===== src/rtl/core/cmc_pkg.sv =====
package cmc_pkg;

    localparam int unsigned DefBuckets = 1024;
    localparam int unsigned DefWays = 2;
    localparam int unsigned MetricCount = 5;
    localparam logic [31:0] DefTimeout = 32'(60 * 60);

    localparam logic [2:0] REQ_ADD    = 3'd0;
    localparam logic [2:0] REQ_REMOVE = 3'd1;
    localparam logic [2:0] REQ_UPDATE = 3'd2;
    localparam logic [2:0] REQ_READ   = 3'd3;
    localparam logic [2:0] REQ_LOCK   = 3'd4;

    localparam logic [2:0] ST_OK        = 3'd0;
    localparam logic [2:0] ST_CREATED   = 3'd1;
    localparam logic [2:0] ST_NOT_FOUND = 3'd2;
    localparam logic [2:0] ST_FULL      = 3'd3;
    localparam logic [2:0] ST_LOCKED    = 3'd4;
    localparam logic [2:0] ST_BAD_INDEX = 3'd5;

    typedef struct packed {
        logic [2:0]  req_type;
        logic        address_is_ipv6;
        logic [63:0] source_addr_high;
        logic [63:0] source_addr_low;
        logic [63:0] dest_addr_high;
        logic [63:0] dest_addr_low;
        logic [2:0]  metric_index;
        logic [31:0] metric_value_in;
        logic [31:0] now_seconds;
    } req_t;

    typedef struct packed {
        logic [2:0]  status;
        logic [31:0] metric_value_out;
        logic [4:0]  lock_mask;
    } rsp_t;

    // controller to datapath
    typedef struct packed {
        logic load;      // capture request, start hash
        logic hash_step; // one ipv6 hash word
        logic rd_way;    // issue read of current way
        logic cmp_way;   // compare returned way
        logic next_way;
        logic execute;   // decide and write back
        logic clr_step;  // clear one valid row
    } cmd_t;

    // datapath to controller
    typedef struct packed {
        logic hash_done;
        logic last_way;
        logic found;
        logic clr_done;
    } sts_t;

endpackage


===== src/rtl/core/cmc_ctrl.sv =====
module cmc_ctrl (
    input  logic           clk,
    input  logic           rst_n,
    input  logic           in_valid,
    output logic           in_ready,
    output logic           out_valid,
    input  logic           out_ready,
    input  cmc_pkg::sts_t  sts,
    output cmc_pkg::cmd_t  cmd
);

    localparam logic [2:0] S_CLEAR = 3'd0;
    localparam logic [2:0] S_IDLE  = 3'd1;
    localparam logic [2:0] S_HASH  = 3'd2;
    localparam logic [2:0] S_RD    = 3'd3;
    localparam logic [2:0] S_CMP   = 3'd4;
    localparam logic [2:0] S_EXEC  = 3'd5;
    localparam logic [2:0] S_OUT   = 3'd6;

    logic [2:0] state_reg, state_next;

    assign in_ready  = (state_reg == S_IDLE);
    assign out_valid = (state_reg == S_OUT);

    always_comb
    begin
        state_next = state_reg;
        cmd = '0;
        case (state_reg)
            S_CLEAR:
            begin
                cmd.clr_step = 1'b1;
                if (sts.clr_done)
                begin
                    state_next = S_IDLE;
                end
            end
            S_IDLE:
            begin
                if (in_valid)
                begin
                    cmd.load = 1'b1;
                    state_next = S_HASH;
                end
            end
            S_HASH:
            begin
                cmd.hash_step = 1'b1;
                if (sts.hash_done)
                begin
                    state_next = S_RD;
                end
            end
            S_RD:
            begin
                cmd.rd_way = 1'b1;
                state_next = S_CMP;
            end
            S_CMP:
            begin
                cmd.cmp_way = 1'b1;
                if (sts.found || sts.last_way)
                begin
                    state_next = S_EXEC;
                end
                else
                begin
                    cmd.next_way = 1'b1;
                    state_next = S_RD;
                end
            end
            S_EXEC:
            begin
                cmd.execute = 1'b1;
                state_next = S_OUT;
            end
            S_OUT:
            begin
                if (out_ready)
                begin
                    state_next = S_IDLE;
                end
            end
            default:
            begin
                state_next = S_IDLE;
            end
        endcase
    end

    always_ff @(posedge clk or negedge rst_n)
    begin
        if (!rst_n)
        begin
            state_reg <= S_CLEAR;
        end
        else
        begin
            state_reg <= state_next;
        end
    end

    // next_way rides along with cmp_way
    a_one_cmd: assert property (@(posedge clk) disable iff (!rst_n)
        $onehot0({cmd.load, cmd.hash_step, cmd.rd_way, cmd.cmp_way, cmd.execute,
                  cmd.clr_step}))
        else $error("more than one command");
    a_load_idle: assert property (@(posedge clk) disable iff (!rst_n)
        cmd.load |=> state_reg == S_HASH)
        else $error("load did not start hash");
    a_out_hold: assert property (@(posedge clk) disable iff (!rst_n)
        out_valid && !out_ready |=> out_valid)
        else $error("result dropped");
    a_exec_out: assert property (@(posedge clk) disable iff (!rst_n)
        cmd.execute |=> out_valid)
        else $error("execute without result");

endmodule


===== config.mk =====
export PLATFORM = sky130hd
export DESIGN_NAME = cmc_ctrl
export DESIGN_NICKNAME = d
export VERILOG_FILES = /design/src/rtl/core/cmc_pkg.sv /design/src/rtl/core/cmc_ctrl.sv
export SDC_FILE = /design/constraint.sdc
export NUM_CORES = 1
export LEC_CHECK = 0
export BUFFER_PORTS_ARGS = -buffer_cell sky130_fd_sc_hd__buf_2
export CAP_MARGIN = 30
export CORE_AREA = 4 4 41 43
export CTS_CLUSTER_SIZE = 25
export DETAILED_ROUTE_END_ITERATION = 7
export DIE_AREA = 0 0 45 47
export SETUP_SLACK_MARGIN = 0.5
export SYNTH_ARGS = -nofsm -noshare
export SYNTH_HDL_FRONTEND = slang
export SYNTH_SLANG_ARGS = --single-unit

===== constraint.sdc =====
create_clock -name clk -period 1.4 [get_ports clk]
set_input_delay 0.28 -clock clk [delete_from_list [all_inputs] [get_ports clk]]
set_output_delay 0.28 -clock clk [all_outputs]
set_load 0.02 [all_outputs]

==> flow_summary.yaml, run 1 <==
run_status:
  status: "complete, but fails checks"
  violations: "negative setup slack"
timing:
  final_max_slew_viol_count: 0
  finClkSkew_ns: 0.003224
  finalCriticalPeriod_ns: 1.445
  fin_setup_tns_ns: -0.1197
  final.setup.worst_slack_ns: -0.04464
  fmaxAchievable_mhz: 692.2
  max_slew_margin_pct: 87.27
  rsz0062_at_grt: "yes"
  setup_violations: 4
  worst_pin_slew_ns: 0.1857
  finalCritPeriodShare_pct: 103.2
  hold_viol_final: 0
synthesis:
  ys_types: 22
  syn_inst: 35
  syn-num-nets: 43
  ys_top_cells_by_area: "dfrtp_1 (25%), buf_6 (7.4%), mux2i_1 (6.6%), nor3_1 (5.0%), a2bb2oi_2 (5.0%)"
  yosysTopAreaCellShare_pct: 24.79
  synth.avg_cell_area_um2: 8.651
  yosysSeqAreaShare_pct: 24.79
  yosys_warnings: 0
  synth_top_area_cell: "dfrtp_1"
  synth-seq-cells: 3
  netlist_area_um2: 302.8
global_routing:
  grt_pass1_wl_um: 1338
  grt-ovfl-total: 0
  antenna_found_initial: 0
  grt_max_degree: 8
  grt_pass1_vias: 354
  grt_usage_pct: 8.875
place:
  hpwl_um: 631.9
  gp_congestion: 0.7642
  portBuffers: 16
setup_path:
  crit_path_end_kind: "primary output"
  cp.required_ns: 1.12
  reg2reg_slack_ns: 0.19
  critPathMaxStageDelay_ns: 0.47
  crit_path_start_kind: "register"
  worstPathArrival_ns: 1.16
  critical_path.endpoint: "cmd[5]"
  rr_worst_depth: 5
  crit_type: "reg -> out"
  critical_path.cell_chain: "buf_12 -> nor3b_4 -> buf_6"
  slowest_stage: "dfrtp_2"
  crit_start: "state_reg[2]$_DFFE_PN0P_"
  critPathMaxFanout: 7
  r2r_end: "state_reg[0]$_DFFE_PN0P_"
  rr_startpoint: "state_reg[1]$_DFFE_PN0P_"
drt:
  final_antenna_net_count: 0
  routedWlPerCell_um: 11.49
  met2_length_um: 504
  vias_per_cell: 4.519
  drt-met1-wl_um: 322
  vias: 348
  drt_drc_violations_left: 0
  dr_wl_met3_um: 59
  top_layer: "met3"
  drtIter0Drc: 3
  finalWirelength_um: 885
  drt-pass1-iter-count: 2
pwr:
  p_leak_uw: 0.0002866
  power_uw: 1580
  powerDensity_nw_per_um2: 2410
  peakVddDrop_uv: 1040
clocking:
  cts_tree: "yes"
  cts_root_buf: "clkbuf_4"
  cts.reportedPaths.clkPinSlew_ns: 0.03
  clock_path_buffers: 2
  clk_latency_ns: 0.23
  htreeDepth: 1
  cts_sinks: 3
  cts_made_buffers: 3
floorplan:
  core_area_um2: 1301
  ios: 17
  row_count: 13
  die_x_um: 45
  start_util_pct: 23.27
  die_h_um: 47
  dieArea_um2: 2115
finish:
  area_growth_pct: 116.5
  fillers: 131
  diodes: 0
  nets: 71
  drive_above_1_share_pct: 77.42
  final_util_pct: 50.38
  largest_reg_flops: 3
hold_path:
  worstHoldPathType: "in -> reg"
run:
  maxCapViolCount: 0
==> report_power, final <==
group,switching (uW),total [uW],internal [uW]
sequential,72.9,209,136
combinational,566,1220,656
clock,42.9,150,107
total,682,1580,899
==> layout by cell type (no fill, tap or decap), types with 2 or more instances in the layout <==
cell / synthesis / routed
and3_4: 0 / 2
buf_2: 0 / 7
buf_4: 1 / 4
buf_6: 2 / 13
clkbuf_4: 0 / 3
dfrtp_2: 0 / 2
mux2i_1: 2 / 2
nor2_4: 0 / 4
nor2b_1: 2 / 2
nor3_4: 0 / 2
nor3b_2: 1 / 2
o21ai_1: 2 / 3
==> worst max-delay path: cells and delay by family, from the launching register on <==
kind | cells | cell delay, ns
buffers and inverters | 2 | 0.31
DFF | 1 | 0.47
and+or+nand+nor | 1 | 0.17
==> worst min path at each step <==
stage | start | cells after the start | slack [ns] | end
after floorplan | rst_n | 0 | -0.02 | state_reg[0]$_DFFE_PN0P_
after global placement | rst_n | 1 | 0.08 | state_reg[1]$_DFFE_PN0P_
after detailed placement | rst_n | 1 | 0.08 | state_reg[1]$_DFFE_PN0P_
after CTS | rst_n | 2 | 0.36 | state_reg[0]$_DFFE_PN0P_
after global routing | rst_n | 2 | 0.36 | state_reg[0]$_DFFE_PN0P_
final | sts[1] | 3 | 0.35 | state_reg[2]$_DFFE_PN0P_
==> per-stage QoR <==
stage / hold WS (ns) / cells / cell area [um2] / setup WS, ns
after floorplan: -0.01559 / 35 / 374.1 / 0.2587
after global placement: 0.07752 / 69 / 496.7 / 0.1175
after detailed placement: 0.07670 / 69 / 496.7 / 0.1267
after CTS: 0.3644 / 76 / 606.8 / -0.04264
after global routing: 0.3622 / 77 / 655.6 / -0.1035
final: 0.3546 / 77 / 655.6 / -0.04464
==> layout make-up <==
class                   instances  area (um2)  area share, %
clock buffers                   4       26.28          4.008
inverters                       1       3.754         0.5725
multi-input cells              28       287.8          43.89
flip-flops and latches          3       77.57          11.83
well taps                      15       18.77          2.863
repair buffers                 26       241.5          36.83
==> timing repair <==
item,4_1_cts,5_1_grt
gates resized for setup,19,12
buffers inserted,2,1
endpoints found under the setup margin,12,12
pin swaps,6,3
hold buffers,1,0
hold endpoints to repair,3,0
==> synth_stat cells, drive strengths merged <==
library cell / number
nor2b: 3
nor3: 4
a21o: 1
a21oi: 1
nor2: 5
o21ai: 3
mux2i: 2
and3: 2
a2bb2oi: 1
dfrtp: 3
nand2: 1
buf: 3
nor3b: 3
nand2b: 1
inv: 1
o31a: 1
==> logic make-up (layout without fill, tap and decap cells) <==
logic type	count (synthesis)	count (layout)	share of synthesized area, %
flops	3	3	24.79
buf+inv	4	31	11.16
compound gates	7	7	16.94
mux	2	2	6.612
simple gates	19	19	40.49
==> routing by layer <==
layer  vias to the layer above  GRT usage, %
met5                         -             0
met4                         0         1.754
met3                         0         4.981
met2                        11         16.10
met1                       160         8.945
li1                        177             -
No activity file was read; power rests on OpenSTA's default activity.
==> run 2, diff against run 1 <==
--- a/config.mk
+++ b/config.mk
@@ -6,12 +6,13 @@
 export NUM_CORES = 1
 export LEC_CHECK = 0
 export BUFFER_PORTS_ARGS = -buffer_cell sky130_fd_sc_hd__buf_2
-export CAP_MARGIN = 30
+export CAP_MARGIN = 20
 export CORE_AREA = 4 4 41 43
 export CTS_CLUSTER_SIZE = 25
 export DETAILED_ROUTE_END_ITERATION = 7
 export DIE_AREA = 0 0 45 47
 export SETUP_SLACK_MARGIN = 0.5
+export SLEW_MARGIN = 5
 export SYNTH_ARGS = -nofsm -noshare
 export SYNTH_HDL_FRONTEND = slang
 export SYNTH_SLANG_ARGS = --single-unit
==> constraint.sdc (replaced) <==
create_clock -name clk -period 1.4 [get_ports clk]
set_input_delay 0.07 -clock clk [delete_from_list [all_inputs] [get_ports clk]]
set_output_delay 0.07 -clock clk [all_outputs]
set_load 0.02 [all_outputs]
==> flow_summary.yaml, run 2 (synthesis results as in run 1) <==
pwr:
  p_leak_uw: 0.0002909
  powerDensity_nw_per_um2: 2348
  peakVddDrop_uv: 1110
  power_uw: 1504
setup_path:
  crit_path_start_kind: "register"
  cp.required_ns: 1.33
  reg2reg_slack_ns: 0.22
  r2r_end: "state_reg[1]$_DFFE_PN0P_"
  crit_path_end_kind: "primary output"
  crit_type: "reg -> out"
  rr_worst_depth: 4
  worstPathArrival_ns: 1.17
  rr_startpoint: "state_reg[0]$_DFFE_PN0P_"
  critPathMaxFanout: 6
timing:
  final.setup.worst_slack_ns: 0.1623
  max_slew_margin_pct: 85.09
  fin_setup_tns_ns: 0
  finClkSkew_ns: 0.005567
  worst_pin_slew_ns: 0.2237
  final_max_slew_viol_count: 0
  setup_violations: 0
  hold_viol_final: 0
  fmaxAchievable_mhz: 807.9
  rsz0062_at_grt: "yes"
  finalCriticalPeriod_ns: 1.238
  finalCritPeriodShare_pct: 88.41
clocking:
  cts_root_buf: "clkbuf_4"
  cts_made_buffers: 3
  cts.reportedPaths.clkPinSlew_ns: 0.04
  cts_tree: "yes"
  clock_path_buffers: 2
  cts_sinks: 3
  htreeDepth: 1
  clk_latency_ns: 0.24
global_routing:
  grt_pass1_wl_um: 1345
  antenna_found_initial: 0
  met3_usage_pct: 7.280
  grt_max_degree: 8
  grt-ovfl-total: 0
  grt_busiest_layer: "met2"
  grt_pass1_vias: 319
  grt_usage_pct: 9.573
  use_met2_pct: 14.41
  met1_usage_pct: 10.27
drt:
  drt-pass1-iter-count: 2
  drt_drc_violations_left: 0
  vias: 361
  finalWirelength_um: 868
  final_antenna_net_count: 0
  routedWlPerCell_um: 10.85
  vias_per_cell: 4.513
  drtIter0Drc: 4
floorplan:
  row_count: 13
  start_util_pct: 23.27
  core_area_um2: 1301
  die_h_um: 47
  ios: 17
  dieArea_um2: 2115
  die_x_um: 45
finish:
  diodes: 0
  drive_above_1_share_pct: 78.46
  area_growth_pct: 111.6
  largest_reg_flops: 3
  final_common_cell: "buf_6"
  fillers: 130
  layout_common_cells: "buf_6 (12), buf_2 (8), buf_4 (8)"
  final_util_pct: 49.23
  fin_area_um2: 640.6
  nets: 74
hold_path:
  worstHoldPathType: "in -> async"
place:
  gp_congestion: 0.6920
  portBuffers: 16
  placed_cell_area_um2: 427.9
  hpwl_um: 545.2
  preCtsSetupSlack_ns: 0.1431
run:
  maxCapViolCount: 0
run_status:
  status: "finished clean"
[run 2: layer usage]
metal	vias up	wire, um
li1	182	-
met5	-	0
met4	0	0
met3	0	76
met1	169	326
met2	10	466
[run 2: critical path, cell delays in order (launching register included)]
cell and delay, ns:
dfrtp_2 0.48, buf_6 0.15, nor3b_2 0.14, buf_4 0.16
[run 2: repair_timing]
action | 4_1_cts | 5_1_grt
setup buffers | 9 | 1
setup endpoints to repair | 12 | 12
gates cloned | 0 | 0
gates resized for setup | 24 | 9
endpoints found under the hold margin | 3 | 0
hold buffers | 1 | 0
pin swaps | 4 | 2
[run 2: worst max path at each step]
stage | from | to | slack, ns | cells past startpoint
3_3_place_gp | state_reg[2]$_DFFE_PN0P_ | state_reg[1]$_DFFE_PN0P_ | 0.18 | 3
5_1_grt | state_reg[0]$_DFFE_PN0P_ | cmd[5] | 0.12 | 3
3_5_place_dp | state_reg[2]$_DFFE_PN0P_ | state_reg[1]$_DFFE_PN0P_ | 0.14 | 3
2_1_floorplan | state_reg[1]$_DFFE_PN0P_ | state_reg[0]$_DFFE_PN0P_ | 0.41 | 3
4_1_cts | state_reg[0]$_DFFE_PN0P_ | cmd[5] | 0.16 | 3
6_report | state_reg[2]$_DFFE_PN0P_ | cmd[5] | 0.16 | 3
[run 2: layout make-up]
type,instances,area [um2],share of cell area [%]
Sequential cell,3,78.83,12.30
Inverter,1,3.754,0.5859
Clock buffer,4,26.28,4.102
Timing Repair Buffer,29,245.2,38.28
Multi-Input combinational cell,28,267.8,41.80
Tap cell,15,18.77,2.930
[run 2: through the flow]
step	hold slack (ns)	instances
after floorplan	-0.2256	35
after CTS	0.1389	79
final	0.1453	80
after global placement	-0.1309	65
after global routing	0.1415	80
after detailed placement	-0.1338	65
[run 2: power breakdown]
group | switching, uW | internal [uW] | total, uW | leakage [uW]
Combinational | 479 | 619 | 1100 | 0.000243
Clock | 47.8 | 107 | 155 | 0.0000150
Sequential | 113 | 138 | 251 | 0.0000334
==> run 3, diff against run 2 <==
--- a/config.mk
+++ b/config.mk
@@ -11,6 +11,7 @@
 export CTS_CLUSTER_SIZE = 25
 export DETAILED_ROUTE_END_ITERATION = 7
 export DIE_AREA = 0 0 45 47
+export GPL_TIMING_DRIVEN = 0
 export SETUP_SLACK_MARGIN = 0.5
 export SLEW_MARGIN = 5
 export SYNTH_ARGS = -nofsm -noshare
==> flow_summary.yaml, run 3 (synthesis results as in run 1) <==
run_status:
  status: "finished clean"
floorplan:
  core_area_um2: 1301
  row_count: 13
  die_x_um: 45
  die_h_um: 47
  dieArea_um2: 2115
  ios: 17
  start_util_pct: 23.27
place:
  gp_congestion: 0.6693
  hpwl_um: 563.9
  preCtsSetupSlack_ns: 0.2696
  portBuffers: 16
  dp_cells: 66
  placed_cell_area_um2: 446.7
setup_path:
  crit_path_end_kind: "primary output"
  cp.required_ns: 1.33
  crit_type: "reg -> out"
  worstPathArrival_ns: 1.19
  critPathMaxFanout: 7
  crit_path_start_kind: "register"
  slowest_stage: "dfrtp_2"
  critPathMaxStageDelay_ns: 0.45
  critical_path.cell_chain: "buf_8 -> nor3b_2 -> buf_4"
drt:
  drt_drc_violations_left: 0
  routedWlPerCell_um: 10.90
  vias: 376
  vias_per_cell: 4.585
  final_antenna_net_count: 0
  finalWirelength_um: 894
  drt-pass1-iter-count: 4
  drtIter0Drc: 2
finish:
  diodes: 0
  area_growth_pct: 112.8
  final_common_cell: "buf_4"
  ff_latch_area_um2: 76.32
  multiInputGateArea_um2: 262.8
  nets: 76
  layout.cells.non_filler: 82
  fin_area_um2: 644.4
  drive_above_1_share_pct: 76.12
  largest_reg_flops: 3
  fillers: 127
  layout_common_cells: "buf_4 (12), buf_6 (9), buf_2 (8)"
clocking:
  cts_sinks: 3
  cts_root_buf: "clkbuf_4"
  clk_latency_ns: 0.24
  cts.reportedPaths.clkPinSlew_ns: 0.04
  cts_made_buffers: 3
  htreeDepth: 1
  cts_tree: "yes"
  clock_path_buffers: 2
run:
  maxCapViolCount: 0
pwr:
  peakVddDrop_uv: 1009
  powerDensity_nw_per_um2: 2377
  p_leak_uw: 0.0003006
  power_uw: 1532
global_routing:
  grt_pass1_wl_um: 1304
  antenna_found_initial: 0
  grt-ovfl-total: 0
  grt_pass1_vias: 349
  grt_usage_pct: 9.177
  grt_max_degree: 9
timing:
  setup_violations: 0
  final_max_slew_viol_count: 0
  max_slew_margin_pct: 89.40
  fin_setup_tns_ns: 0
  finalCritPeriodShare_pct: 90.27
  fmaxAchievable_mhz: 791.3
  hold_viol_final: 0
  finClkSkew_ns: 0.005398
  final.setup.worst_slack_ns: 0.1362
  rsz0062_at_grt: "yes"
  finalCriticalPeriod_ns: 1.264
  worst_pin_slew_ns: 0.1546
hold_path:
  worstHoldPathType: "in -> async"
==> run 3: changes by cell type in the layout (fill, tap and decap cells not counted), sizes merged <==
cell | before | now
buf | 28 | 30
==> run 3: layer usage <==
metal	part of all wire [%]	up-vias	GRT usage, %
met3	5.4	2	1.533
met4	2.8	0	10.53
met1	35	181	7.991
met2	57	9	16.67
met5	0	-	0
li1	-	184	-
==> run 3: worst max-delay path: cells and delay by family, from the launching register on <==
kind	cells	cell delay [ns]
and+or+nand+nor	1	0.18
buffers and inverters	2	0.32
DFF	1	0.45
==> run 3: stage by stage <==
step                      utilization (%)  hold WS (ns)
after floorplan                         -       -0.2256
after global placement              34.33       -0.1320
after detailed placement            34.33       -0.1339
after CTS                           45.87        0.1340
after global routing                49.52        0.1686
final                               49.52        0.1408
==> run 3: cell type report <==
type / count / area share (%)
multi-input cells: 28 / 40.78
well taps: 15 / 2.913
inverters: 1 / 0.5825
repair buffers: 28 / 33.98
flip-flops and latches: 3 / 11.84
plain buffers: 3 / 5.825
clock buffers: 4 / 4.078
==> run 3: power by group <==
group	internal [uW]	switching, uW
Clock	107	50.6
Sequential	133	61.5
Combinational	649	530
==> run 3: timing repair <==
item | 4_1_cts | 5_1_grt
endpoints found under the hold margin | 3 | 0
hold buffers | 1 | 0
pin swaps | 5 | 2
cloned | 1 | 0
resized for setup | 17 | 8
endpoints found under the setup margin | 12 | 12
buffers inserted | 8 | 2
==> run 3: worst paths after layout <==
path	startpoint	to	slack (ns)	cells after the start
worst min-delay path	rst_n	state_reg[1]$_DFFE_PN0P_	0.14	2
worst max register to register	state_reg[0]$_DFFE_PN0P_	state_reg[0]$_DFFE_PN0P_	0.22	5
worst max-delay path	state_reg[0]$_DFFE_PN0P_	cmd[5]	0.14	3
min in group clk	sts[1]	state_reg[2]$_DFFE_PN0P_	0.14	3
max in group asynchronous	rst_n	state_reg[0]$_DFFE_PN0P_	1.13	2
worst min register to register	state_reg[0]$_DFFE_PN0P_	state_reg[2]$_DFFE_PN0P_	0.65	2
